File: config.mk
export PLATFORM = sky130hd
export DESIGN_NAME = hnif_emit
export DESIGN_NICKNAME = d
export VERILOG_FILES = /design/src/rtl/core/hnif_pkg.sv /design/src/rtl/core/hnif_emit.sv
export SDC_FILE = /design/constraint.sdc
export NUM_CORES = 1
export LEC_CHECK = 0
export BUFFER_PORTS_ARGS = -buffer_cell sky130_fd_sc_hd__buf_2
export CELL_PAD_IN_SITES_DETAIL_PLACEMENT = 1
export CELL_PAD_IN_SITES_GLOBAL_PLACEMENT = 1
export CORE_UTILIZATION = 30
export DETAILED_ROUTE_END_ITERATION = 7
export HOLD_SLACK_MARGIN = 0.15
export PLACE_DENSITY = 0.62
export SLEW_MARGIN = 0
export SYNTH_ARGS = -nofsm -noshare
export SYNTH_HDL_FRONTEND = slang
export SYNTH_SLANG_ARGS = --single-unit
File: constraint.sdc
create_clock -name clk -period 3.1 [get_ports clk]
set_clock_uncertainty 0.1 [all_clocks]
set_input_delay 0.31 -clock clk [delete_from_list [all_inputs] [get_ports clk]]
set_output_delay 0.31 -clock clk [all_outputs]
set_load 0.005 [all_outputs]
File: src/rtl/core/hnif_pkg.sv
// Shared types and constants for the hopping neighbour index finder.
// Used by every module of the block but the port checker; no dependencies of its own.
`default_nettype none
package hnif_pkg;

  localparam int TABLE_DEPTH_DEF = 4096;
  localparam int MAX_SITES_DEF   = 32;

  localparam int POS_W    = 12;
  localparam int WORD_W   = 32;
  localparam int IDX_W    = 25;
  localparam int WEIGHT_W = 16;
  localparam int SITES_W  = 6;
  localparam int SITE_W   = 5;
  localparam int COUNT_W  = 13;
  localparam int OFFSET_W = 24;
  localparam int CFG_IDX_W  = 2;
  localparam int CFG_DATA_W = 32;

  localparam logic [SITES_W-1:0]  NUM_SITES_RST = 6'd32;
  localparam logic [COUNT_W-1:0]  ENTRIES_RST   = 13'd4096;
  localparam logic [OFFSET_W-1:0] OFFSET_RST    = 24'd0;
  localparam logic [WEIGHT_W-1:0] WEIGHT_RST    = 16'sd8192;

  typedef enum logic [CFG_IDX_W-1:0] {
    CFG_NUM_SITES,
    CFG_ENTRIES,
    CFG_OFFSET,
    CFG_WEIGHT
  } cfg_reg_t;

  typedef enum logic [2:0] {
    ST_IDLE,
    ST_RD,
    ST_WAIT,
    ST_SCAN,
    ST_PROBE,
    ST_CMP,
    ST_FLUSH
  } seq_state_t;

  typedef struct packed {
    logic diag;
    logic push;
    logic flush;
  } emit_ctl_t;

endpackage
`default_nettype wire

File: src/rtl/core/hnif_emit.sv
// Result stage: holds one pending entry so that the final one can carry the
// last flag, and drives the registered result ports. Uses hnif_pkg.
`default_nettype none
module hnif_emit #(
  parameter int AW = 12
) (
  input  wire logic                            clk,
  input  wire logic                            rst,
  input  wire hnif_pkg::emit_ctl_t             ectl,
  input  wire logic [hnif_pkg::POS_W-1:0]      diag_pos,
  input  wire logic [AW-1:0]                   match_idx,
  input  wire logic [hnif_pkg::OFFSET_W-1:0]   index_offset,
  input  wire logic signed [hnif_pkg::WEIGHT_W-1:0] hop_weight,
  output logic                                 strobe,
  output logic      [hnif_pkg::IDX_W-1:0]      row_index,
  output logic      [hnif_pkg::IDX_W-1:0]      column_index,
  output logic signed [hnif_pkg::WEIGHT_W-1:0] entry_weight,
  output logic                                 last_entry
);
  import hnif_pkg::*;

  logic [IDX_W-1:0]           col, pend_row, diag_idx, match_row;
  logic signed [WEIGHT_W-1:0] pend_w;

  assign diag_idx  = IDX_W'(diag_pos) + IDX_W'(index_offset);
  assign match_row = IDX_W'(match_idx) + IDX_W'(index_offset);

  always_ff @(posedge clk) begin
    if (rst) begin
      strobe <= 1'b0;
    end else begin
      strobe <= ectl.push || ectl.flush;
    end
  end

  always_ff @(posedge clk) begin
    if (ectl.diag) begin
      col      <= diag_idx;
      pend_row <= diag_idx;
      pend_w   <= '0;
    end
    if (ectl.push) begin
      pend_row <= match_row;
      pend_w   <= hop_weight;
    end
    if (ectl.push || ectl.flush) begin
      row_index    <= pend_row;
      column_index <= col;
      entry_weight <= pend_w;
      last_entry   <= ectl.flush;
    end
  end

endmodule
`default_nettype wire

==> key figures, run 1 <==
Finish
  – Post-route cell area: ~0.0077 mm2
  – Non-filler cells in the finished layout: between 800 and 900
  – Synth-to-Final Area Change: 31.1%
  – FILL cells: between 2000 and 2500
  – N_diodes: 0
  – Storage element area: about 0.004 mm2
  – NumNets Final: approximately 650
  – Share of layout cells above drive strength 1: 0.345
  – Multi-input gate area: between 0.0015 and 0.002 mm2

Worst setup path
  – Largest stage delay, worst path: 0.42 ns
  – Critical Path RT: between 3 and 4 ns
  – Worst path slowest cell: fa_1
  – Crit. End Element: flip-flop
  – Crit Path Max Fanout: 3
  – CP startpoint kind: primary input
  – R2R depth: 0
  – Critical path cell sequence: buf_2, ha_1, fa_1, a21o_1, a311o_1, a2111oi_2, nor3_1, xor2_1, mux2_2
  – Crit path kind: in2reg
  – CP Data Arrival Time: 2.57 ns

Synth
  – Yosys cell types: between 50 and 60
  – Register area share after synthesis: 0.686
  – Synth Area in Simple Gates: 0.0781
  – Avg Cell Area, Syn: approximately 15 um2
  – Yosys warning total: 0
  – Post-Synth Adder-Cell Area: 0.0582
  – Multiplexer area fraction after synthesis: 0.0173
  – Number of synthesized flops with an enable pin: about 130
  – Compound-cell area share of the yosys netlist: 0.0911
  – FFs w/ async S/R, synth: 0
  – XOR/XNOR Fraction of Synth Area: 0.0599
  – Mapped Nets: 480
  – Yosys reg bits: between 100 and 150
  – Syn Inst Count: just under 400
  – Dominant synthesized flop cell: edfxtp_1
  – Cell Area, Synth: a little under 0.006 mm2
  – Main combinational cell family by area after synthesis: compound AO/OA/AOI/OAI gates

Drt
  – Via-per-instance ratio: 4.45
  – Initial DRT Pass Iterations: 4
  – Remaining DRCs: 0
  – Routed via count: 3696
  – Initial DRC count: around 150
  – Avg WL per Cell: between 15 and 20 um
  – Antenna Nets Post-Route: 0
  – Final WL: approximately 14 mm

Clock tree
  – Postcts setup bufs: 0
  – Clock transition at the registers of the reported paths: roughly 0.06 ns
  – TritonCTS clock tree: built
  – CTS Sinks: 134
  – CTS-repair resized insts: 0
  – Worst-Skew Late Latency: about 0.4 ns
  – Max Root-Sink Buffers: 2
  – H-tree depth: 4
  – # hold bufs at CTS: 20
  – Inserted Clock Buffers: 17
  – Root Driver: clkbuf_16

Global routing
  – Initial antenna violation count: 0
  – Largest net degree at the start of global routing: between 40 and 50
  – Grt ovf: 0
  – Global-route wire length before repair: 21.4 mm
  – GRT Overall Usage: 0.144
  – Vias in the first global route: approximately 4000

Timing
  – Final Max Tran Viols: 0
  – Setup_tns: 0 ns
  – Tcrit/Tclk final: 0.808
  – Worst relative slew slack: 0.496
  – Hold Fails Final Rpt: 0
  – RSZ-0062 raised after global routing: no
  – Slew @ Worst Pin: 0.752 ns
  – Final setup viols: 0
  – FMAX: 399 MHz
  – Period minus WS final: around 2.5 ns

Pwr
  – Switching share of power: 0.233
  – Leak Pwr: between 3 and 4 nW
  – Internal power: around 3.8 mW
  – Switching power total: 1.16 mW
  – Logic gate share of total power: 0.126
  – Flop pwr share: 0.471
  – Maximum vdd drop: 268 uV
  – Clock Power Share: 0.402
  – Power per cell area: between 600 and 700 mW/mm2

Floorplan
  – Initial core utilization: 0.310
  – Die Area: between 0.02 and 0.025 mm2
  – I/O pins: 137
  – Die W: between 100 and 150 um
  – Rows: 50
  – Die H: between 100 and 150 um
  – Core ar.: between 0.015 and 0.02 mm2

Placed design
  – Area after DPL: 0.00688 mm2
  – Final HPWL DP: around 10 mm
  – GPL Wtd Cong: approximately 0.74
  – Port Buf Inserts: 136
  – Placed cell count: slightly below 800

Flow run
  – Maxcap violations: 0

Worst hold path
  – WHS Path Cells: 2
  – Tightest Hold Check Type: in2reg

Status
  – Status: completed
## Yosys cell counts, drive strengths merged (2+ instances only)
cell	number	share of area
edfxtp	133	0.68
xnor2	25	0.037
ha	24	0.051
a21oi	22	0.021
nand2	22	0.014
nor2	19	0.012
and2	17	0.018
xor2	15	0.022
mux2	9	0.017
a21o	8	0.010
nor3	8	0.0068
o21ai	8	0.0075
o211ai	7	0.012
inv	6	0.0038
and3	5	0.0053
buf	5	0.0036
nand3	5	0.0043
a211oi	4	0.0060
or2	4	0.0043
a31oi	3	0.0032
clkbuf	3	0.0019
nand4	3	0.0032
nor2b	3	0.0032
fa	2	0.0068
o21a	2	0.0026
o31ai	2	0.0026
## path summary, 6_finish.rpt
check | startpoint | endpoint | slack (ns)
hold reg to reg | pend_w[1]$_SDFFCE_PN0P_ | entry_weight[1]$_DFFE_PP_ | 0.32
setup / recovery | diag_pos[0] | pend_row[10]$_DFFE_PP_ | 0.60
setup reg to reg | pend_row[20]$_DFFE_PP_ | row_index[20]$_DFFE_PP_ | 2.34
hold / removal | index_offset[15] | pend_row[15]$_DFFE_PP_ | 0.16
## state kept, by name (all words and copies together) (netlist names)
register and cells:
row_index 25, col 25, pend_row 25, strobe 1, entry_weight 16, last_entry 1, column_index 25, pend_w 16
## worst max-delay path: cells and delay by family
family                     cells  cell delay (ns)
AOI/OAI and AO/OA              3             0.96
adders and majority gates      2             0.65
muxes                          1             0.26
xor gates and xnor gates       1             0.16
and+or+nand+nor                1             0.11
buffers and inverters          1             0.10
## layout by cell type, fill, tap and decap left out, types with 8 or more instances in the layout
| cell | n |
|---|---|
| nor2_1 | 19 |
| buf_2 | 136 |
| edfxtp_1 | 133 |
| a21o_1 | 8 |
| a21oi_1 | 20 |
| clkbuf_16 | 17 |
| nand2_1 | 22 |
| mux2_2 | 9 |
| nor3_1 | 8 |
| dlygate4sd3_1 | 20 |
| ha_1 | 24 |
| xnor2_1 | 25 |
| xor2_1 | 15 |
| and2_1 | 17 |
## kinds of logic after synthesis
logic type,Yosys count
AO/OA/AOI/OAI,71
XOR/XNOR,40
adder cells (fa/ha/maj),26
buffers and inverters,14
flip-flops,134
multiplexers,9
AND/OR/NAND/NOR,91
## layout make-up
cell class	instances	share of cell area
Timing Repair Buffer	162	0.122
Sequential cell	134	0.523
Multi-Input combinational cell	237	0.233
Clock inverter	14	0.0207
Inverter	6	0.00294
Tap cell	260	0.0424
Clock buffer	18	0.0559
## power by group through the flow
| stage | clock (mW) | combinational [mW] | sequential, mW |
|---|---|---|---|
| 2_1_floorplan | 0 | 0.300 | 2.39 |
| 3_3_place_gp | 0 | 0.604 | 2.38 |
| 3_5_place_dp | 0 | 0.617 | 2.39 |
| 4_1_cts | 2.05 | 0.641 | 2.36 |
| 5_1_grt | 2.11 | 0.695 | 2.37 |
| 6_report | 2.00 | 0.630 | 2.35 |
## stage by stage
stage / worst slack, ns / hold slack, ns / util / power, mW
4_1_cts: 0.603 / 0.152 / 0.406 / 5.04
2_1_floorplan: 0.474 / 0.282 / - / 2.69
5_1_grt: 0.480 / 0.153 / 0.406 / 5.18
3_3_place_gp: 0.200 / 0.300 / 0.364 / 2.98
6_report: 0.596 / 0.165 / 0.406 / 4.98
3_5_place_dp: 0.163 / 0.306 / 0.364 / 3.01
## routing by layer
layer / wire [um] / vias up / global-route usage
met2: 6910 / 86 / 0.250
li1: - / 1812 / -
met1: 6240 / 1783 / 0.175
met5: 0 / - / 0
met3: 480 / 15 / 0.0337
met4: 191 / 0 / 0.0509
Note: power is estimated with default switching activity, not from simulation.
==> run 2: changes to the inputs <==
- ABC_AREA: default -> 1
- PLACE_DENSITY: 0.62 -> 0.67
- clock period: 3.1 -> 2.1 ns (I/O delays scaled with it)
==> key figures, run 2 <==
Flow run
  – Maxcap violations: 0

Timing
  – Period minus WS final: between 1.5 and 2 ns
  – Setup_tns: 0 ns
  – RSZ-0062 raised after global routing: no
  – Hold Fails Final Rpt: 0
  – Final Max Tran Viols: 0
  – Slew @ Worst Pin: just over 0.4 ns
  – Final setup viols: 0
  – FMAX: 523 MHz
  – Tcrit/Tclk final: 0.910
  – Worst relative slew slack: 0.725

Pwr
  – Maximum vdd drop: about 510 uV
  – Leak Pwr: 4.34 nW
  – Power per cell area: between 800 and 900 mW/mm2
  – Tot Pwr: 7.58 mW

Finish
  – Leading cell type in the layout, fill and taps excluded: nand2_1
  – NumNets Final: just over 1000
  – Most frequent cells in the layout: 259 x nand2_1, 136 x buf_2, 133 x edfxtp_1
  – Synth-to-Final Area Change: 31.6%
  – Share of layout cells above drive strength 1: 0.256
  – Post-route cell area: 0.00901 mm2

Drt
  – Initial DRT Pass Iterations: 6
  – Remaining DRCs: 0
  – Avg WL per Cell: 16.1 um
  – Via-per-instance ratio: about 4.5
  – Routed via count: 5495
  – Initial DRC count: 239
  – Antenna Nets Post-Route: 0
  – Final WL: roughly 20 mm

Placed design
  – Final HPWL DP: between 15 and 20 mm
  – Port Buf Inserts: between 100 and 150
  – GPL Wtd Cong: between 0.8 and 0.9
  – Area after DPL: 0.00817 mm2

Floorplan
  – Rows: between 50 and 60
  – Die Area: ~0.023 mm2
  – Initial core utilization: 0.310
  – Die H: ~150 um
  – Core ar.: around 0.022 mm2
  – Die W: approximately 150 um
  – I/O pins: 137

Synth
  – Yosys cell types: 34
  – Post-synth top cells: 260 x nand2_1, 133 x edfxtp_1, 103 x inv_1, 59 x nand3_1, 31 x nor2_1
  – Number of synthesized flops with an enable pin: 133
  – Register area share after synthesis: 0.586
  – Top post-synthesis cells by area: edfxtp_1 58%, nand2_1 14%, inv_1 5.6%, ha_1 4.4%, nand3_1 4.3%
  – Yosys warning total: 0
  – FFs w/ async S/R, synth: 0
  – Yosys reg bits: 134
  – Mapped Nets: 812
  – Synth top area share: 0.583
  – Most common cell in the synthesized netlist: nand2_1
  – Cell Area, Synth: roughly 0.0069 mm2
  – Yosys top cell by area: edfxtp_1
  – Dominant synthesized flop cell: edfxtp_1
  – Syn Inst Count: 717
  – Avg Cell Area, Syn: approximately 9.6 um2

Clock tree
  – Worst-Skew Late Latency: 0.41 ns
  – Clock transition at the registers of the reported paths: about 0.060 ns
  – CTS-repair resized insts: 0
  – H-tree depth: 4
  – CTS Sinks: 134
  – TritonCTS clock tree: built
  – Root Driver: clkbuf_16
  – Max Root-Sink Buffers: 2
  – Inserted Clock Buffers: 17

Global routing
  – GRT Overall Usage: 0.178
  – Largest net degree at the start of global routing: between 60 and 70
  – Vias in the first global route: about 5900
  – Global-route wire length before repair: around 31 mm
  – Initial antenna violation count: 1
  – Grt ovf: 0

Worst setup path
  – CP startpoint kind: primary input
  – Crit path kind: in2reg
  – Critical Path RT: 2.17 ns
  – Crit Path Max Fanout: 4
  – CP Data Arrival Time: 1.98 ns
  – Crit. End Element: flip-flop

Status
  – Status: completed

Worst hold path
  – Tightest Hold Check Type: in2reg
## run 2: final cells by class
class                      instances  area [um2]
fill                            2589       13100
timing repair buffer             203        1270
multi-input combinational        469        2390
clock buffer                      18         429
clock inverter                    14         153
tap                              280         350
sequential                       134        4010
antenna                            1        2.50
inverter                         106         398
## run 2: path summary, 6_finish.rpt
kind	cells after the start	to	startpoint	slack, ns
worst max-delay path	12	pend_row[19]$_DFFE_PP_	index_offset[15]	0.19
worst min-delay path	4	pend_row[20]$_DFFE_PP_	index_offset[20]	0.18
worst max register to register	0	column_index[10]$_DFFE_PP_	col[10]$_DFFE_PP_	1.31
worst min register to register	0	column_index[24]$_DFFE_PP_	col[24]$_DFFE_PP_	0.31
## run 2: metal layers
| layer | track usage | wire length, um |
|---|---|---|
| met5 | 0 | 0 |
| met4 | 0.0500 | 257 |
| met3 | 0.0312 | 537 |
| met2 | 0.314 | 9960 |
| met1 | 0.222 | 8960 |
## run 2: kinds of logic (layout without fill, tap and decap cells)
family	Yosys count	count (layout)	synth area share
AND/OR/NAND/NOR	395	395	0.252
flip-flops	134	134	0.586
buffers and inverters	114	341	0.0652
AO/OA/AOI/OAI	31	31	0.0256
adder cells (fa/ha/maj)	26	26	0.0497
XOR/XNOR	17	17	0.0217
other	0	1	0
## run 2: stage by stage
stage	std cells	hold WS, ns	util	worst slack, ns
floorplan	717	0.179	-	0.0391
global placement	1166	0.266	0.370	-0.133
detailed placement	1166	0.267	0.370	-0.169
CTS	1224	0.158	0.408	0.191
global route	1225	0.171	0.408	0.0801
finish	1225	0.175	0.408	0.190
## run 2: repair_timing
item / CTS / global route
hold buffers: 26 / 0
endpoints found under the hold margin: 27 / 0
setup buffers: 0 / 0
## run 2: power breakdown
group          total (mW)  internal [mW]  switching, mW
registers            3.46           3.36         0.0914
logic                1.21          0.496          0.715
clock network        2.91           1.76           1.15
## run 2: worst max-delay path, cell delays in order
cell and delay (ns):
dlygate4sd3_1 0.55, buf_2 0.17, nand2_2 0.09, nor2_4 0.19
inv_1 0.08, a211oi_1 0.23, buf_4 0.18, nand2_1 0.05
nand2_1 0.06, nand2_1 0.05, nand2_1 0.06, nand2_1 0.05
