<file path="config.mk">
export PLATFORM = sky130hd
export DESIGN_NAME = hnif_seq
export DESIGN_NICKNAME = d
export VERILOG_FILES = /design/src/rtl/core/hnif_pkg.sv /design/src/rtl/core/hnif_seq.sv
export SDC_FILE = /design/constraint.sdc
export NUM_CORES = 1
export LEC_CHECK = 0
export ABC_AREA = 1
export BUFFER_PORTS_ARGS = -buffer_cell sky130_fd_sc_hd__buf_2
export CORE_AREA = 2 2 121 123
export CTS_BUF_LIST = sky130_fd_sc_hd__clkbuf_4 sky130_fd_sc_hd__clkbuf_8
export CTS_CLUSTER_DIAMETER = 40
export DETAILED_ROUTE_END_ITERATION = 10
export DIE_AREA = 0 0 123 125
export HOLD_SLACK_MARGIN = 0.08
export PLACE_DENSITY = 0.89
export REMOVE_ABC_BUFFERS = 1
export SETUP_SLACK_MARGIN = 0.3
export SLEW_MARGIN = 25
export SYNTH_ARGS = -nofsm -noshare
export SYNTH_HDL_FRONTEND = slang
export SYNTH_SLANG_ARGS = --single-unit
</file>
<file path="constraint.sdc">
create_clock -name clk -period 6.2 [get_ports clk]
set_input_delay 0.93 -clock clk [delete_from_list [all_inputs] [get_ports clk]]
set_output_delay 0.93 -clock clk [all_outputs]
set_load 0.01 [all_outputs]
</file>
<file path="src/rtl/core/hnif_pkg.sv">
// Shared types and constants for the hopping neighbour index finder.
// Used by every module of the block but the port checker; no dependencies of its own.
`default_nettype none
package hnif_pkg;

  localparam int TABLE_DEPTH_DEF = 4096;
  localparam int MAX_SITES_DEF   = 32;

  localparam int POS_W    = 12;
  localparam int WORD_W   = 32;
  localparam int IDX_W    = 25;
  localparam int WEIGHT_W = 16;
  localparam int SITES_W  = 6;
  localparam int SITE_W   = 5;
  localparam int COUNT_W  = 13;
  localparam int OFFSET_W = 24;
  localparam int CFG_IDX_W  = 2;
  localparam int CFG_DATA_W = 32;

  localparam logic [SITES_W-1:0]  NUM_SITES_RST = 6'd32;
  localparam logic [COUNT_W-1:0]  ENTRIES_RST   = 13'd4096;
  localparam logic [OFFSET_W-1:0] OFFSET_RST    = 24'd0;
  localparam logic [WEIGHT_W-1:0] WEIGHT_RST    = 16'sd8192;

  typedef enum logic [CFG_IDX_W-1:0] {
    CFG_NUM_SITES,
    CFG_ENTRIES,
    CFG_OFFSET,
    CFG_WEIGHT
  } cfg_reg_t;

  typedef enum logic [2:0] {
    ST_IDLE,
    ST_RD,
    ST_WAIT,
    ST_SCAN,
    ST_PROBE,
    ST_CMP,
    ST_FLUSH
  } seq_state_t;

  typedef struct packed {
    logic diag;
    logic push;
    logic flush;
  } emit_ctl_t;

endpackage
`default_nettype wire

</file>
<file path="src/rtl/core/hnif_seq.sv">
// Query sequencer: reads the queried word, scans site pairs and runs one
// binary search per hopping neighbour over the basis table. Uses hnif_pkg.
`default_nettype none
module hnif_seq #(
  parameter int TABLE_DEPTH = hnif_pkg::TABLE_DEPTH_DEF,
  parameter int AW = $clog2(TABLE_DEPTH),
  parameter int NW = $clog2(TABLE_DEPTH + 1)
) (
  input  wire logic                          clk,
  input  wire logic                          rst,
  input  wire logic                          start,
  input  wire logic                          action,
  input  wire logic [hnif_pkg::POS_W-1:0]    table_position,
  input  wire logic [NW-1:0]                 n_eff,
  input  wire logic [hnif_pkg::SITES_W-1:0]  sites,
  input  wire logic [hnif_pkg::WORD_W-1:0]   rd_data,
  output logic                               rd_en,
  output logic      [AW-1:0]                 rd_addr,
  output logic                               busy,
  output hnif_pkg::emit_ctl_t                ectl,
  output logic      [AW-1:0]                 match_idx
);
  import hnif_pkg::*;

  seq_state_t        state, state_next;
  logic [POS_W-1:0]  pos_q;
  logic [WORD_W-1:0] basis;
  logic [WORD_W-1:0] key;
  logic [SITE_W-1:0] s;
  logic [NW-1:0]     lo, hi1;
  logic [NW-1:0]     lo_n, hi1_n;
  logic [NW-1:0]     plo, phi1;
  logic [NW:0]       msum;
  logic [AW-1:0]     mid, mid_q;
  logic              hit, less, pos_ok, pair_end, pair_diff, range_ok;

  assign hit       = (rd_data == key);
  assign less      = (rd_data < key);
  assign pos_ok    = (32'(table_position) < 32'(n_eff));
  assign pair_end  = (({1'b0, s} + 6'd1) >= sites);
  assign pair_diff = (basis[s] != basis[s + 5'd1]);
  assign match_idx = mid_q;

  always_comb begin
    lo_n  = lo;
    hi1_n = hi1;
    if (less) begin
      lo_n = NW'(mid_q) + NW'(1);
    end else begin
      hi1_n = NW'(mid_q);
    end
    if (state == ST_CMP) begin
      plo  = lo_n;
      phi1 = hi1_n;
    end else begin
      plo  = lo;
      phi1 = hi1;
    end
    msum     = (NW+1)'(plo) + (NW+1)'(phi1) - (NW+1)'(1);
    mid      = AW'(msum[NW:1]);
    range_ok = (plo < phi1);
  end

  always_comb begin
    state_next = state;
    case (state)
      ST_IDLE: begin
        if (start && action) begin
          state_next = pos_ok ? ST_RD : ST_FLUSH;
        end
      end
      ST_RD:   state_next = ST_WAIT;
      ST_WAIT: state_next = ST_SCAN;
      ST_SCAN: begin
        if (pair_end) begin
          state_next = ST_FLUSH;
        end else if (pair_diff) begin
          state_next = ST_PROBE;
        end
      end
      ST_PROBE: state_next = range_ok ? ST_CMP : ST_SCAN;
      ST_CMP: begin
        if (hit || !range_ok) begin
          state_next = ST_SCAN;
        end
      end
      ST_FLUSH: state_next = ST_IDLE;
      default:  state_next = ST_IDLE;
    endcase
  end

  always_comb begin
    busy       = (state != ST_IDLE);
    rd_en      = 1'b0;
    rd_addr    = mid;
    ectl.diag  = 1'b0;
    ectl.push  = 1'b0;
    ectl.flush = 1'b0;
    case (state)
      ST_IDLE:  ectl.diag = start && action;
      ST_RD: begin
        rd_en   = 1'b1;
        rd_addr = AW'(pos_q);
      end
      ST_PROBE: rd_en = range_ok;
      ST_CMP: begin
        ectl.push = hit;
        rd_en     = !hit && range_ok;
      end
      ST_FLUSH: ectl.flush = 1'b1;
      default:  ;
    endcase
  end

  always_ff @(posedge clk) begin
    if (rst) begin
      state <= ST_IDLE;
    end else begin
      state <= state_next;
    end
  end

  always_ff @(posedge clk) begin
    case (state)
      ST_IDLE: pos_q <= table_position;
      ST_WAIT: begin
        basis <= rd_data;
        s     <= '0;
      end
      ST_SCAN: begin
        if (!pair_end) begin
          if (pair_diff) begin
            key <= basis ^ (32'd3 << s);
            lo  <= '0;
            hi1 <= n_eff;
          end else begin
            s <= s + 5'd1;
          end
        end
      end
      ST_PROBE: begin
        if (range_ok) begin
          mid_q <= mid;
        end else begin
          s <= s + 5'd1;
        end
      end
      ST_CMP: begin
        if (hit || !range_ok) begin
          s <= s + 5'd1;
        end else begin
          lo    <= lo_n;
          hi1   <= hi1_n;
          mid_q <= mid;
        end
      end
      default: ;
    endcase
  end

endmodule
`default_nettype wire

</file>
==> results, run 1 <==
- The leakage dissipation is 0.004736 uW.
- The number of enable flip-flop cells after synthesis is 119.
- Counting flops and latches in the post-synthesis netlist gives 122.
- After synthesis, the netlist uses 43 different library cells.
- The largest single stage delay on the critical path is 300 ps.
- The total wire length after detailed routing is 25050 um.
- In this run the critical register-to-register path is captured at hi1[2].
- Global routing used 28.96% of the available tracks across all layers.
- The endpoint kind of the worst setup timing path is a primary output.
- The CTS tree is done.
- In this run the number of H-tree levels came out at 4.
- Among the stages of the critical path, the cell type that occurs most often is nand2_2.
- The most frequent cell after synthesis is inv_1.
- The count of hold buffers inserted by post-cts repair is 0.
- The worst clock skew on the final layout is 12.35 ps.
- In this run, CTS created clock tree buffers numbering 17.
- The total via count after detailed routing is 7820.
- The slowest cell on the critical path is ha_4.
- The post-detailed-route DRC marker count is 0.
- The critical path is of the in2out type.
- For this configuration, the core starts out at a cell density of 58.86%.
- The minimum clock period is 6008 ps.
- In the post-synthesis netlist, the biggest area contributors are edfxtp_1, ha_1, inv_1.
- The sequential cell fraction of total power is 34.9%.
- Summed over all layers, the global routing overflow is 0.
- After filler insertion, the fill cell instance count of the layout stands at 908.
- The total of max-cap violations is 0.
- The count of antenna diodes in the layout is 0.
- At the worst endpoint, the required time is 5270 ps.
- The core region is 14200 um2.
- The number of max-slew violations in the final report is 0.
- The final-report setup violation count is 0.
- The slew at the pin with the worst max-slew slack is 1249 ps.
- The HPWL after detailed placement is 14900 um.
- The worst hold path class is reg2reg.
- IR analysis of the VDD net gives a maximum drop of 223.6 uV.
- The post-route netlist has 29.58% of its cells at a drive strength greater than 1.
- After synthesis, the most frequently instantiated cells are inv_1, nand2_1, edfxtp_1.
- Of all nets on the critical path, the largest fanout is 9.
- The clock transition at the register clock pins on the worst setup and hold paths after CTS is 70 ps.
- For this run, the number of Yosys warnings is 0.
- The total count of hold-check failures in the final report is 0.
- The hold-critical path depth is 2.
- The pin count of the biggest net entering global routing is 42.
- The final setup TNS is 0 ps.
- The net switching power figure is 1362 uW.
- The most area-hungry cell type in the Yosys netlist is edfxtp_1.
- The average wire length per cell after detail routing is 19.37 um.
- Measured in cells, the most critical reg-to-reg path has a length of 19.
- In this run the most critical hold path is launched from state[0].
- The first global-routing pass estimated 34420 um of wire.
- Dividing the detail-routed via count by the number of cells gives 6.048.
- The clock network is responsible for 21.0% of the overall power.
- The clock root buffer is clkbuf_8.
- The instance count of the mapped netlist is 953.
- In this run the remaining antenna-violating nets after routing total 0.
- Data on the critical path arrives at its endpoint at 5080 ps.
- The first TritonRoute pass finished after 7 iterations.
- The number of buffers added on ports is 95.
- The number of antenna violations at the first check in global routing is 0.
- In this run the vertical extent of the chip is 125 um.
- The die width is 123 um.
- The worst setup path is launched from an input port.
- The synthesized netlist occupies a cell area of 8361 um2.
- The post-layout total power is 3361 uW.
- After synthesis, the mean cell area works out to 8.773 um2.
- The global placer's final weighted congestion is 0.9729.
- The number of global-route vias before repair is 7299.
- The design internal power is 1999 uW.
- The critical path ends at rd_addr[11].
- The worst setup slack for register-to-register paths is 1190 ps.
- The final worst-path cycle share is 96.90%.
- Clock latency on the worst-skew pair, taken at its later pin, is 470 ps.
- The number of clock sinks is 122.
- The initial detailed-routing violation count is 1054.
- The area of the die is 15380 um2.
- The most critical setup path has its startpoint at rd_data[19].
- After synthesis, flip-flops and latches occupy 43.46% of the total area.
- Of all flip-flops after synthesis, the portion carrying an async set or reset was 0%.
- The floorplan row count is 44.
- In this run the power density over the cells is 318.8 nW/um2.
- Based on the critical path, the design can be clocked at up to 166.4 MHz.
- The count of pins on the block boundary is 96.
- The run finished with clean final reports.
- The switching power as a share of total power is 40.51%.
- The worst relative slew slack is 16.65%.
- The main flop type after synthesis is edfxtp_1.
- The longest clock path from root to sink contains 2 buffers.
- The number of nets at the end of the flow is 1250.
- The critical register-to-register path startpoint is match_idx[0].
- Setup repair after global routing could not meet its margin everywhere.
- The fraction of synthesized cell area taken by the top area cell type is 42.74%.
- Relative to the synthesized area, the layout overhead comes to 26.09%.
- The combinational share of power is 44.1%.
routing by layer:
| layer | part of all wire [%] | global-route usage [%] | up-vias |
|---|---|---|---|
| met1 | 35 | 35.09 | 3588 |
| li1 | - | - | 3470 |
| met3 | 9.8 | 6.615 | 161 |
| met4 | 5.5 | 11.70 | 0 |
| met2 | 50 | 49.46 | 601 |
| met5 | 0 | 0 | - |
area by class of cell:
class                      instances  area [um2]  share of cell area, %
multi-input combinational        625        4621                  43.83
sequential                       122        3633                  34.47
timing repair buffer             146       983.4                  9.329
inverter                         184       700.7                  6.647
clock buffer                      18       241.5                  2.291
tap                              184       230.2                  2.184
clock inverter                    14       131.4                  1.246
registers in the layout, summed over array words and instances, names as in the netlist:
register	count
hi1	13
state	3
lo	13
key	32
basis	32
s	5
pos_q	12
match_idx	12
logic make-up after synthesis:
| family | synth area share [%] |
|---|---|
| AOI/OAI and AO/OA | 12.51 |
| xor gates and xnor gates | 5.537 |
| adders and majority gates | 13.11 |
| buffers and inverters | 9.503 |
| DFF | 43.46 |
| muxes | 1.482 |
| and+or+nand+nor | 14.40 |
timing repair:
| action | CTS | global route |
|---|---|---|
| endpoints found under the setup margin | 4 | 5 |
| buffers inserted | 11 | 29 |
| pin swaps | 20 | 70 |
| resized for setup | 42 | 116 |
| gates cloned | 2 | 0 |
critical path: cells and delay by family:
family,cells,cell delay (ps)
fa+ha+maj,3,790
simple gates,15,1460
buf+inv,6,640
xor+xnor,1,230
compound gates,7,1020
placed cells by master, fill, tap and decap left out, types with 8 or more instances in the layout:
cell,n
inv_1,165
edfxtp_1,119
nand2_1,116
buf_2,88
nor2_1,68
ha_1,59
a21oi_1,53
buf_4,46
o21ai_0,41
xor2_1,38
nand3_1,37
ha_4,26
a21oi_2,25
nand2_2,23
o21ai_1,17
clkbuf_8,17
inv_2,16
nor2_2,14
o211ai_1,13
xnor2_1,13
o22ai_1,11
mux2_2,10
clkinv_2,8
how the worst min path moves through the flow:
stage | end | slack [ps]
2_1_floorplan | state[0] | 500
3_3_place_gp | state[0] | 550
3_5_place_dp | state[0] | 540
4_1_cts | state[0] | 560
5_1_grt | state[0] | 580
6_report | state[0] | 560
power groups by stage:
stage	sequential, uW	combinational (uW)	clock [uW]
after CTS	1170	1280	699
after global routing	1180	1600	731
final	1170	1480	707
after global placement	1180	1180	0
after floorplan	1170	831	0
after detailed placement	1180	1220	0
stage by stage:
stage | worst slack (ps) | utilization [%] | cell area [um2] | cells | hold WS [ps]
final | 192.2 | 74.22 | 10540 | 1293 | 560.6
after detailed placement | -103.2 | 63.79 | 9061 | 1219 | 543.0
after global placement | 174.4 | 63.79 | 9061 | 1219 | 546.9
after global routing | 43.07 | 74.22 | 10540 | 1293 | 582.8
after CTS | 294.8 | 68.76 | 9767 | 1264 | 555.5
after floorplan | 378.6 | - | 8259 | 931 | 495.3
No activity file was read; power rests on OpenSTA's default activity.
==> inputs of run 2 (changes only) <==
==> constraint.sdc (replaced) <==
create_clock -name clk -period 6.2 [get_ports clk]
set_input_delay 0.62 -clock clk [delete_from_list [all_inputs] [get_ports clk]]
set_output_delay 0.62 -clock clk [all_outputs]
set_load 0.01 [all_outputs]
==> run 2 against run 1 <==
  * Clock skew increased by 6.6 ps
  * Register-to-register slack gained 200 ps
  * Count of clock-buffer cells in the layout decreased by 1
  * Non-clock buffer count down 39
  * Via count fell by 10%
  * Global-route usage down 1.6 points
  * Core utilization down 7.0 points
  * Worst setup slack improved by 400 ps
  * Worst hold slack lost 220 ps
  * Largest cell class unchanged
==> results, run 2 (synthesis results as in run 1) <==
- The data required time of the critical path is 5580 ps (+310 ps).
- The final worst-path cycle share is 90.39% (-6.5 points).
- The design internal power is 1934 uW (-3.3%).
- The worst relative slew slack is 33.11% (+16 points).
- The largest registers in the layout are basis: 32 flops, key: 32 flops.
- The slew at the pin with the worst max-slew slack is 1002 ps (-246.6 ps).
- The count of antenna diodes in the layout is 0 (unchanged).
- The minimum clock period is 5604 ps (-403.7 ps).
- The endpoint kind of the worst setup timing path is a primary output.
- The die width is 123 um (unchanged).
- The number of antenna violations at the first check in global routing is 0 (unchanged).
- The run finished with clean final reports.
- The total of max-cap violations is 0 (unchanged).
- Setup repair after global routing left no endpoint under its margin.
- The count of pins on the block boundary is 96 (unchanged).
- The height of the die is 125 um (unchanged).
- The CTS tree is done.
- The number of nets at the end of the flow came to 1211 (-3.1%).
- The placeable core area was 14200 um2 (unchanged).
- The floorplan row count came to 44 (unchanged).
- The worst clock skew on the final layout is 18.96 ps (+6.612 ps).
- The post-detailed-route DRC marker count was 0 (unchanged).
- The final-layout fill cell count was 1100 (+21%).
- The post-layout total power is 3173 uW (-5.6%).
- Leaving out fill and tap cells, the most frequent cells in the layout are inv_1, nand2_1, edfxtp_1, buf_2, ha_1.
- The longest individual stage delay on the worst path is 410 ps (+110 ps).
- The largest fanout on the critical path came to 20 (+11).
- The maximum buffer depth of the clock tree is 2 (unchanged).
- The average wire length per cell after detail routing is 16.10 um (-17%).
- The net switching power figure is 1239 uW (-9.0%).
- The area of the die is 15380 um2 (unchanged).
- The storage element area is 3633 um2 (unchanged).
- The tree is rooted in a clkbuf_8.
- Among the stages of the critical path, the cell type that occurs most often is nand2_1.
- The switching power as a share of total power is 39.05% (-1.5 points).
- The effective utilization at floorplan is 58.86% (unchanged).
- The layout cell share with drive strength beyond 1 is 17.38% (-12 points).
- The peak supply drop came to 234.8 uV (+5.0%).
- The total count of hold-check failures in the final report is 0 (unchanged).
- The overall fraction of global-route tracks in use was 27.33% (-1.6 points).
- The number of buffers added on ports is 95 (unchanged).
- The first-pass GRT wire length is 32310 um (-6.1%).
- The peak clock frequency supported by timing is 178.4 MHz (+7.2%).
- The final-report setup violation count is 0 (unchanged).
- The power per cell area is 332.2 nW/um2 (+4.2%).
- The number of clock sinks came to 122 (unchanged).
- The remaining global-route overflow is 0 (unchanged).
- The global placer's final weighted congestion is 0.9596 (-1.4%).
- The clock transition at the register clock pins on the worst setup and hold paths after CTS is 80 ps (about the same).
- The count of hold buffers inserted by post-cts repair came to 0 (unchanged).
- The HPWL after detailed placement is 14750 um (-1.0%).
- The min-delay analysis places its worst path in the category in2reg.
- The pin count of the biggest net entering global routing is 42 (unchanged).
- The relative contribution of the clock network to total power is 23.8% (+2.8 points).
- The sequential cell fraction of total power is 36.7% (+1.8 points).
- The iteration count of the initial detailed-routing pass is 5 (-2).
- The final setup TNS is 0 ps (unchanged).
- The category of the critical setup timing path is reg2out.
- The synthesis-to-finish area growth is 14.25%.
- The number of max-slew violations in the final report is 0 (unchanged).
- The number of nets with antenna violations after routing came to 0 (unchanged).
- Among all stages on the critical path, the largest delay is contributed by fa_1.
- The number of global-route vias before repair is 6951 (-4.8%).
- The total wire length after detailed routing was 20190 um (-19%).
- The arrival time of the worst setup path is 4980 ps (-100 ps).
- The initial detailed-routing violation count is 723 (-31%).
- The area taken by multi-input logic gates is 3994 um2 (-14%).
- The total via count after detailed routing is 7006 (-10%).
- The leakage dissipation is 0.004463 uW (-5.8%).
- The CTS H-tree depth is 4 (unchanged).
- The routed via count divided by cell count was 5.587 (-7.6%).
- The combinational share of power is 39.5% (-4.6 points).
- The source-to-sink clock delay at the later pin of the worst-skew pair is 470 ps (about the same).
- The clock buffer count from CTS is 17 (unchanged).
- Leaving out fill and tap cells, the most frequent cell in the layout is inv_1.
- The startpoint class of the critical path is a flop.
run 2: per-layer routing:
metal  part of all wire [%]  wire, um  global-route usage, %  vias up
met3                    7.7      1550                  5.657       78
li1                       -         -                      -     3383
met4                    4.5       901                  14.51        0
met1                     40      8134                  34.04     3207
met5                      0         0                      0        -
met2                     48      9603                  44.39      338
run 2: power by group through the flow:
stage,clock (uW),sequential (uW),combinational [uW]
floorplan,0,1170,831
global placement,0,1180,1170
detailed placement,0,1180,1200
CTS,753,1170,1210
global route,789,1180,1390
finish,754,1170,1250
run 2: path summary, 6_finish.rpt:
check / to / from / cells after the start / slack, ps
setup / recovery: rd_addr[10] / key[7] / 30 / 600
hold / removal: pos_q[7] / table_position[7] / 1 / 340
setup reg to reg: match_idx[2] / key[7] / 25 / 1390
hold reg to reg: state[0] / state[0] / 2 / 560
run 2: worst max-delay path, delay by kind of cell, from the launching register on:
family / cells / cell delay [ps]
compound gates: 6 / 700
fa+ha+maj: 4 / 1280
xor+xnor: 1 / 200
mux: 1 / 180
flops: 1 / 330
simple gates: 14 / 1420
buf+inv: 4 / 390
run 2: repair_timing:
item | in CTS | in global routing
buffers inserted | 0 | 3
endpoints found under the setup margin | 0 | 3
gates resized for setup | 0 | 22
hold endpoints to repair | 0 | 0
run 2: cell type report:
type	instances	area share (%)
clock buffers	17	2.450
clock inverters	15	1.821
inverters	184	7.283
multi-input cells	625	41.81
flip-flops and latches	122	38.04
well taps	184	2.410
repair buffers	107	6.183
run 2: stage by stage:
stage | cells | instance area [um2] | hold WS [ps] | utilization, % | setup WS [ps]
after floorplan | 931 | 8259 | 495.3 | - | 732.7
after global placement | 1219 | 9049 | 544.9 | 63.71 | 797.8
after detailed placement | 1219 | 9049 | 546.6 | 63.71 | 630.1
after CTS | 1251 | 9457 | 329.3 | 66.58 | 507.2
after global routing | 1254 | 9552 | 327.3 | 67.25 | 250.6
final | 1254 | 9552 | 337.9 | 67.25 | 595.8
==> inputs of run 3 (changes only) <==
--- a/config.mk
+++ b/config.mk
@@ -7,13 +7,15 @@
 export LEC_CHECK = 0
 export ABC_AREA = 1
 export BUFFER_PORTS_ARGS = -buffer_cell sky130_fd_sc_hd__buf_2
-export CORE_AREA = 2 2 121 123
+export CORE_AREA = 2 2 127 129
 export CTS_BUF_LIST = sky130_fd_sc_hd__clkbuf_4 sky130_fd_sc_hd__clkbuf_8
 export CTS_CLUSTER_DIAMETER = 40
 export DETAILED_ROUTE_END_ITERATION = 10
-export DIE_AREA = 0 0 123 125
+export DIE_AREA = 0 0 129 131
+export GPL_ROUTABILITY_DRIVEN = 1
 export HOLD_SLACK_MARGIN = 0.08
-export PLACE_DENSITY = 0.89
+export PLACE_DENSITY = 0.85
+export RECOVER_POWER = 100
 export REMOVE_ABC_BUFFERS = 1
 export SETUP_SLACK_MARGIN = 0.3
 export SLEW_MARGIN = 25
==> constraint.sdc (replaced) <==
create_clock -name clk -period 4.7 [get_ports clk]
set_input_delay 0.47 -clock clk [delete_from_list [all_inputs] [get_ports clk]]
set_output_delay 0.47 -clock clk [all_outputs]
set_load 0.01 [all_outputs]
==> run 3 against run 2 <==
  * The run now ends with setup timing left
  * Highest routed layer unchanged
  * Via count rose by 7.5%
  * Largest power group unchanged
  * Clock skew down 1.5 ps
  * Routed wire length is 15% higher
  * Critical path type unchanged
==> results, run 3 (synthesis results as in run 1) <==
- The run finished, with violations left.
- The final reports fail on setup timing.
- The worst clock skew on the final layout is 17.47 ps (-1.493 ps).
- The first-pass GRT wire length is 34690 um (+7.4%).
- The iteration count of the initial detailed-routing pass is 6 (+1).
- The synthesis-to-finish area growth is 26.79%.
- The clock transition at the register clock pins on the worst setup and hold paths after CTS is 80 ps (about the same).
- The number of global-route vias before repair was 7371 (+6.0%).
- The design internal power came to 2804 uW (+45%).
- The slowest cell on the critical path is edfxtp_1.
- The total of max-cap violations came to 0 (unchanged).
- The number of max-slew violations in the final report is 0 (unchanged).
- The startpoint class of the critical path is a flop.
- The number of nets with antenna violations after routing was 0 (unchanged).
- The minimum clock period is 5395 ps.
- The arrival time of the worst setup path is 4930 ps (-50 ps).
- The total count of hold-check failures in the final report is 0 (unchanged).
- The global placer's final weighted congestion is 0.9502 (-0.98%).
- The critical path in this run is classified as reg2out.
- The count of hold buffers inserted by post-cts repair is 0 (unchanged).
- The combinational share of power is 42.9% (+3.4 points).
- The effective utilization at floorplan was 53.60% (-5.3 points).
- The initial detailed-routing violation count is 659 (-8.9%).
- The clock buffer count from CTS is 17 (unchanged).
- The data required time of the critical path is 4230 ps (-1350 ps).
- The source-to-sink clock delay at the later pin of the worst-skew pair came to 470 ps (about the same).
- The leakage dissipation is 0.004892 uW (+9.6%).
- The power per cell area came to 428.8 nW/um2 (+29%).
- The number of clock sinks is 122 (unchanged).
- The die width was 129 um (+4.9%).
- The slew at the pin with the worst max-slew slack is 1194 ps (+191.6 ps).
- The number of nets at the end of the flow came to 1303 (+7.6%).
- The number of placed instances, taps included is 1316 (+8.0%).
- The top cell types in the final layout, fill and taps aside, are inv_1, nand2_1, edfxtp_1, buf_4, ha_1.
- The layout cell share with drive strength beyond 1 is 25.39% (+8.0 points).
- The final worst-path setup slack came to -695.4 ps (-1291 ps).
- The final-report setup violation count is 9 (+9).
- The number of antenna violations at the first check in global routing is 0 (unchanged).
- The net switching power figure is 1741 uW (+41%).
- The number of buffers added on ports is 95 (unchanged).
- The post-detailed-route DRC marker count was 0 (unchanged).
- The count of antenna diodes in the layout is 0 (unchanged).
- The peak supply drop is 300.0 uV (+28%).
- The height of the die came to 131 um (+4.8%).
- The maximum buffer depth of the clock tree was 2 (unchanged).
- The worst relative slew slack is 20.11% (-13 points).
- The peak clock frequency supported by timing is 185.3 MHz.
- STA classifies the critical path endpoint as a primary output.
- The average wire length per cell after detail routing came to 16.92 um (+5.1%).
- The switching power as a share of total power is 38.31% (-0.74 points).
- The count of pins on the block boundary is 96 (unchanged).
- The CTS H-tree depth is 4 (unchanged).
- The total via count after detailed routing was 7531 (+7.5%).
- The sequential cell fraction of total power is 34.2% (-2.5 points).
- The worst hold path class is in2reg.
- The largest registers in the layout are basis: 32 flops, key: 32 flops.
- The largest fanout on the critical path is 11 (-45%).
- The routed via count divided by cell count is 5.465 (-2.2%).
- The most frequent standard cell in the layout excluding fill and tap cells is inv_1.
- The remaining global-route overflow was 0 (unchanged).
- The tree is rooted in a clkbuf_8.
- The core occupancy in the finished layout came to 67.96% (+0.71 points).
- The floorplan row count is 46 (+4.5%).
- The area of the die is 16900 um2 (+9.9%).
- The relative contribution of the clock network to total power is 22.9% (-0.9 points).
- The CTS tree is done.
- The non-filler instance count after layout is 1378 (+9.9%).
- The HPWL after detailed placement is 15510 um (+5.2%).
- The final-layout fill cell count is 1138 (+3.5%).
- The final worst-path cycle share is 114.8%.
- The placeable core area came to 15600 um2 (+9.8%).
- The total wire length after detailed routing is 23310 um (+15%).
- The longest individual stage delay on the worst path is 390 ps (-20 ps).
- The overall fraction of global-route tracks in use was 26.84% (-0.49 points).
- The pin count of the biggest net entering global routing was 37 (-12%).
- Setup repair after global routing could not meet its margin everywhere.
[run 3: area by class of cell]
class                           instances  area (um2)  share of cell area, %
Inverter                              184       698.2                  6.586
Timing Repair Buffer                  199        1299                  12.25
Clock buffer                           19       249.0                  2.349
Clock inverter                         13       176.4                  1.664
Sequential cell                       122        3633                  34.28
Multi-Input combinational cell        625        4274                  40.32
Tap cell                              216       270.3                  2.550
[run 3: power groups by stage]
stage               Combinational (uW)  Sequential (uW)  Clock, uW
CTS                               1850             1550       1040
global route                      2130             1570       1080
detailed placement                1700             1570          0
floorplan                         1100             1550          0
finish                            1950             1560       1040
global placement                  1640             1560          0
[run 3: routing by layer]
| layer | share of wire [%] | routed length [um] | vias to the layer above | GRT usage (%) |
|---|---|---|---|---|
| met5 | 0 | 0 | - | 0 |
| met4 | 3.7 | 865 | 0 | 11.89 |
| met3 | 8.2 | 1908 | 82 | 6.230 |
| met2 | 49 | 11510 | 380 | 46.87 |
| met1 | 39 | 9025 | 3504 | 31.76 |
| li1 | - | - | 3565 | - |
[run 3: repair_timing]
item	CTS	global route
cloned	1	0
gates resized for setup	61	40
endpoints found under the setup margin	57	61
pin swaps	15	31
setup buffers	21	8
[run 3: through the flow]
step                setup WS [ps]  total power (uW)  area (um2)  setup TNS (ps)  hold slack (ps)
finish                     -695.4              4545       10600           -3977            195.7
global route               -975.1              4772       10600          -14180            180.7
CTS                        -501.0              4441       10430           -2304            179.0
detailed placement         -450.0              3265        9602           -8417            563.4
global placement           -266.7              3204        9602           -3606            544.7
floorplan                  -767.3              2646        8259          -22710            495.3
[run 3: critical path, delay by kind of cell (launching register included)]
family                   cells  cell delay, ps
adder cells (fa/ha/maj)      3             780
flip-flops                   1             390
XOR/XNOR                     1             280
buffers and inverters        7             880
AND/OR/NAND/NOR             15            1390
AO/OA/AOI/OAI                6             750
[run 3: path summary, 6_finish.rpt]
| kind | end | cells after the start | slack (ps) | start |
|---|---|---|---|---|
| hold / removal | pos_q[5] | 1 | 200 | table_position[5] |
| setup reg to reg | hi1[0] | 26 | 90 | key[21] |
| setup / recovery | rd_addr[11] | 32 | -700 | key[21] |
| hold reg to reg | state[0] | 2 | 570 | state[0] |
